## src/hdl/cpmd_pkg.sv

```systemverilog
`default_nettype none
// ----------------------------------------------------------------------------
// cpmd_pkg
// Shared types and constants of the cascaded PID motor drive: configuration
// register codes, reset values and the packed loop coefficient layout.
// ----------------------------------------------------------------------------
package cpmd_pkg;

  localparam int CFG_IDX_W  = 3;
  localparam int CFG_DATA_W = 64;
  localparam int DUTY_W     = 11;
  localparam int LOOPS      = 3;
  localparam int ENABLES_W  = 3;

  localparam logic [CFG_IDX_W-1:0] CFG_POS_COEFFS   = 3'd0;
  localparam logic [CFG_IDX_W-1:0] CFG_SPD_COEFFS   = 3'd1;
  localparam logic [CFG_IDX_W-1:0] CFG_CUR_COEFFS   = 3'd2;
  localparam logic [CFG_IDX_W-1:0] CFG_LOOP_ENABLES = 3'd3;
  localparam logic [CFG_IDX_W-1:0] CFG_DUTY_LIMIT   = 3'd4;

  localparam logic [ENABLES_W-1:0] ENABLES_RESET    = 3'd3;
  localparam logic [DUTY_W-1:0]    DUTY_LIMIT_RESET = 11'd512;

  typedef struct packed {
    logic [15:0] lim;
    logic [15:0] kd;
    logic [15:0] ki;
    logic [15:0] kp;
  } loop_coeffs_t;

  typedef struct packed {
    loop_coeffs_t [LOOPS-1:0] coeffs;
    logic [ENABLES_W-1:0]     enables;
    logic [DUTY_W-1:0]        duty_limit;
  } cfg_t;

endpackage
`default_nettype wire

```

## src/hdl/cpmd_cfg.sv

```systemverilog
`default_nettype none
// ----------------------------------------------------------------------------
// cpmd_cfg
// Configuration register file: loop coefficients, loop enables and the duty
// limit, written through a plain write port.
// ----------------------------------------------------------------------------
module cpmd_cfg (
  input  wire logic                             clk,
  input  wire logic                             rst_n,
  input  wire logic                             cfg_wen,
  input  wire logic [cpmd_pkg::CFG_IDX_W-1:0]   cfg_index,
  input  wire logic [cpmd_pkg::CFG_DATA_W-1:0]  cfg_wdata,
  output cpmd_pkg::cfg_t                        cfg_r
);

  always_ff @(posedge clk) begin
    if (!rst_n) begin
      cfg_r.coeffs     <= '0;
      cfg_r.enables    <= cpmd_pkg::ENABLES_RESET;
      cfg_r.duty_limit <= cpmd_pkg::DUTY_LIMIT_RESET;
    end else if (cfg_wen) begin
      unique case (cfg_index)
        cpmd_pkg::CFG_POS_COEFFS:   cfg_r.coeffs[0]  <= cfg_wdata;
        cpmd_pkg::CFG_SPD_COEFFS:   cfg_r.coeffs[1]  <= cfg_wdata;
        cpmd_pkg::CFG_CUR_COEFFS:   cfg_r.coeffs[2]  <= cfg_wdata;
        cpmd_pkg::CFG_LOOP_ENABLES: cfg_r.enables    <= cfg_wdata[cpmd_pkg::ENABLES_W-1:0];
        cpmd_pkg::CFG_DUTY_LIMIT:   cfg_r.duty_limit <= cfg_wdata[cpmd_pkg::DUTY_W-1:0];
        default: ;
      endcase
    end
  end

endmodule
`default_nettype wire

```

## config.mk

```make
export PLATFORM = sky130hd
export DESIGN_NAME = cpmd_cfg
export DESIGN_NICKNAME = d
export VERILOG_FILES = /design/src/hdl/cpmd_pkg.sv /design/src/hdl/cpmd_cfg.sv
export SDC_FILE = /design/constraint.sdc
export NUM_CORES = 1
export LEC_CHECK = 0
export BUFFER_PORTS_ARGS = -buffer_cell sky130_fd_sc_hd__buf_2
export CORE_MARGIN = 2
export CORE_UTILIZATION = 45
export DETAILED_ROUTE_END_ITERATION = 16
export PLACE_DENSITY = 0.76
export SLEW_MARGIN = 5
export SYNTH_ARGS = -nofsm -noshare
export SYNTH_HDL_FRONTEND = slang
export SYNTH_SLANG_ARGS = --single-unit
```

## constraint.sdc

```tcl
create_clock -name clk -period 0.89 [get_ports clk]
set_input_delay 0.089 -clock clk [delete_from_list [all_inputs] [get_ports clk]]
set_output_delay 0.089 -clock clk [all_outputs]
set_load 0.1 [all_outputs]
```

# --- After elaboration in Yosys (flattened, before gate mapping) ---
# Index checks and enable logic that the tools add are counted.
word_totals:
  reg_bits: 206
  in_bits: 70
  output_inout_bits: 206
  wordCells: 24
op_classes:
  n_eq_ne: 4
  n_reduce_logical: 6
op_table:
  columns: ["operator", "count"]
  rows:
  - ["2-bit AND reduction", 5]
  - ["3-bit by 2-bit == test with 1-bit output (second input constant)", 2]
  - ["3-bit by 1-bit == test with 1-bit output (second input constant)", 1]
  - ["3-bit == test (second input constant)", 1]
  - ["3-bit zero test", 1]

# --- Longest topological paths before layout ---
depth:
  depth_word: 2
  ltp_mapped: 4
  depth_no_buf: 2

# --- Least setup slack after synthesis ---
# OpenSTA, ideal clock, no wires.
synth_timing:
  path_type: "register -> register"
  start: "reg, netlist name cfg_r[0]"
  end: "reg cfg_r[0] in the netlist's numbering"
  setup_time_ns: 0.072
  arrival_ns: 1.158
  required_ns: 0.818
  setup_slack_ns: -0.340
  path_stages_with_launch: 3
  path_buffers: 0
  period_less_slack_ns: 1.230
  cell_sequence: "dfxtp_1 -> nand2_1 -> mux2i_1"
synth_rtl:
  columns: ["element", "line_no", "rtl"]
  rows:
  - ["end, declared", "cpmd_cfg.sv:13", "output cpmd_pkg::cfg_t cfg_r"]

# --- Final worst setup path ---
layout_timing:
  start: "reg cfg_r[16] in the netlist's numbering"
  end: "out cfg_r[16] in the netlist's numbering"
# No word-level cell between the ends.

==> metrics.txt <==
result of the run=finished, violations left; failing checks=hold timing, setup timing; number of synthesized register bits=206; antenna violations before repair=0; area used by sequential logic in the layout=4780 um^2; clock edge transition at the registers on the reported setup and hold paths=0.07 ns; max-slew violation count=0; number of nets in the synthesized netlist=813; Max transition margin=77.7%; layout filler cell count=529; Setup CP Type=reg2out; length of the first detailed-routing pass in iterations=5; number of nets still failing antenna checks after routing=0; CTS buffer count=20; crit path time final=around 1.2 ns; count of buffers from port buffering=275; family with the most delay on the worst path=flip-flops; average via count per standard cell=5.42; detailed-route DRC error count=0; setup slack of the critical path after layout=-0.277 ns; routed length per instance=24.4 um; GRT Resource Usage Total=33.8%; Hold/Removal Path Class=in2reg; final number of hold-violating endpoints=2; area occupied by multi-input gates=roughly 3200 um^2; Pwr Density=1480 nW/um^2; drt first-iter violations=457; max frequency=roughly 860 MHz; max-cap violation count=0; most frequent cells in the layout=264 x sky130_fd_sc_hd__nand2_1, 219 x sky130_fd_sc_hd__buf_12, 203 x sky130_fd_sc_hd__mux2i_1; site row count=47; layout-stage area growth over the synthesis result=96.5%; syn_area_per_cell=10.3 um^2; share of the yosys chip area belonging to registers=53.9%; Clock Root Buffer=sky130_fd_sc_hd__clkbuf_16; Max Buffers Root-to-Sink=3; worst slack after detailed placement=-0.415 ns; Buf+Inv Stages, Crit Path=1; # nets final=1,227; initial core utilization=around 46%; Placeable Area=roughly 17,000 um^2; worst hold slack after final layout=-0.00946 ns; Max VDD drop=1.54 mV; TritonCTS clock tree=done; total number of H-tree levels=1; routed vias=between 7,000 and 8,000; Biggest register=cfg_r; Netlist Area Pre-Place=7650 um^2; Yosys warnings=0; TritonCTS sink count=206; Crit. End Element=output port; Clock Skew=0 ns; y dimension of the die=134 um; most common cell after layout, fill and taps aside=sky130_fd_sc_hd__nand2_1; design area=15,000 um^2; total I/O pin count=276; count of final setup violators=214; via count of the first global-routing pass=7,956; total instance count after detailed placement=1,219; fraction of final layout cells sized beyond drive strength 1=53.5%; peak per-stage delay on the critical path=0.39 ns; Pleak=0.00681 uW; first-pass GRT wire length=47,000 um; Post-Layout Cell Count=1,391; die footprint=18,100 um^2; unique cell type count in the Yosys netlist=13; Data arrival, critical path=1.08 ns; final WL=34,000 um; n_diodes=0; registers with the highest flip-flop counts=cfg_r (206); clock latency of the later-clocked register in the worst-skew pair=0.50 ns; horizontal die dimension=around 130 um; critical path launch point type=register; placer's final routability congestion estimate=just over 0.8; largest net degree at the start of global routing=46; Detailed Place HPWL=17,800 um; largest fanout of any net on the critical path=2; list of cells traversed by the critical path=buf_12; Largest register FFs=206; post-route clock period utilization=131%; overall overflow remaining after global route=0; slowest cell on the critical path=sky130_fd_sc_hd__dfxtp_2; area post-placement=13,100 um^2; synthesized instance count=743; data required time of the critical path=0.80 ns; Worst Max-Slew Pin Slew=0.325 ns; RSZ-0062 raised after global routing=true; Total Power Consumption=22,200 uW
[per-stage QoR]
stage                     hold WS (ns)  util, %  TNS [ns]
after floorplan                  0.248        -     -4.16
after global placement           0.353     79.1    -42.10
after detailed placement         0.387     79.1    -52.37
after CTS                     0.000131     88.8    -46.23
after global routing          0.000106     90.6    -50.11
final                         -0.00946     90.6    -46.28
[cell families after synthesis]
| logic type | synth area share [%] |
|---|---|
| AND/OR/NAND/NOR | 14.4 |
| multiplexers | 27.0 |
| flip-flops | 53.9 |
| buffers and inverters | 4.76 |
[power by group]
part           internal [uW]  switching (uW)  total (uW)
Sequential              9060             246        9310
Combinational           1500            2460        3960
Clock                   5270            3690        8960
[layer usage]
layer	vias up	track usage [%]	routed length [um]
met2	453	62.0	17300
met4	0	14.5	2140
met1	3654	36.3	11800
met5	-	0	0
met3	157	9.41	2810
li1	3272	-	-
[Yosys cell counts, drive strengths merged]
cell type,n,area (um^2)
clkbuf,25,93.8
and4b,1,10.0
nand2,267,1000
mux2i,206,2060
buf,28,270
nor2b,6,37.5
nand4bb,3,33.8
dfxtp,206,4120
nor4b,1,15.0
[area by class of cell]
type                            count  share of cell area (%)
Timing Repair Buffer              445                    40.4
Sequential cell                   206                    31.8
Multi-Input combinational cell    484                    21.5
Clock buffer                       31                    4.02
Tap cell                          220                    1.83
Clock inverter                      5                   0.499
[final timing paths]
| check | from | endpoint | slack [ns] | cells past startpoint |
|---|---|---|---|---|
| setup / recovery | cfg_r[16]$_SDFFE_PN0P_ | cfg_r[16] | -0.28 | 1 |
| hold / removal | rst_n | cfg_r[185]$_SDFFE_PN0P_ | -0.009 | 3 |
| setup reg to reg | cfg_r[167]$_SDFFE_PN0P_ | cfg_r[167]$_SDFFE_PN0P_ | -0.03 | 4 |
| hold reg to reg | cfg_r[30]$_SDFFE_PN0P_ | cfg_r[30]$_SDFFE_PN0P_ | 0.48 | 2 |
[repair_timing]
item / 4_1_cts / 5_1_grt
setup endpoints to repair: 206 / 209
hold buffers: 63 / 0
gates resized for setup: 2 / 19
setup buffers: 39 / 36
hold endpoints to repair: 185 / 0
Power figures use the tool's default switching activity.
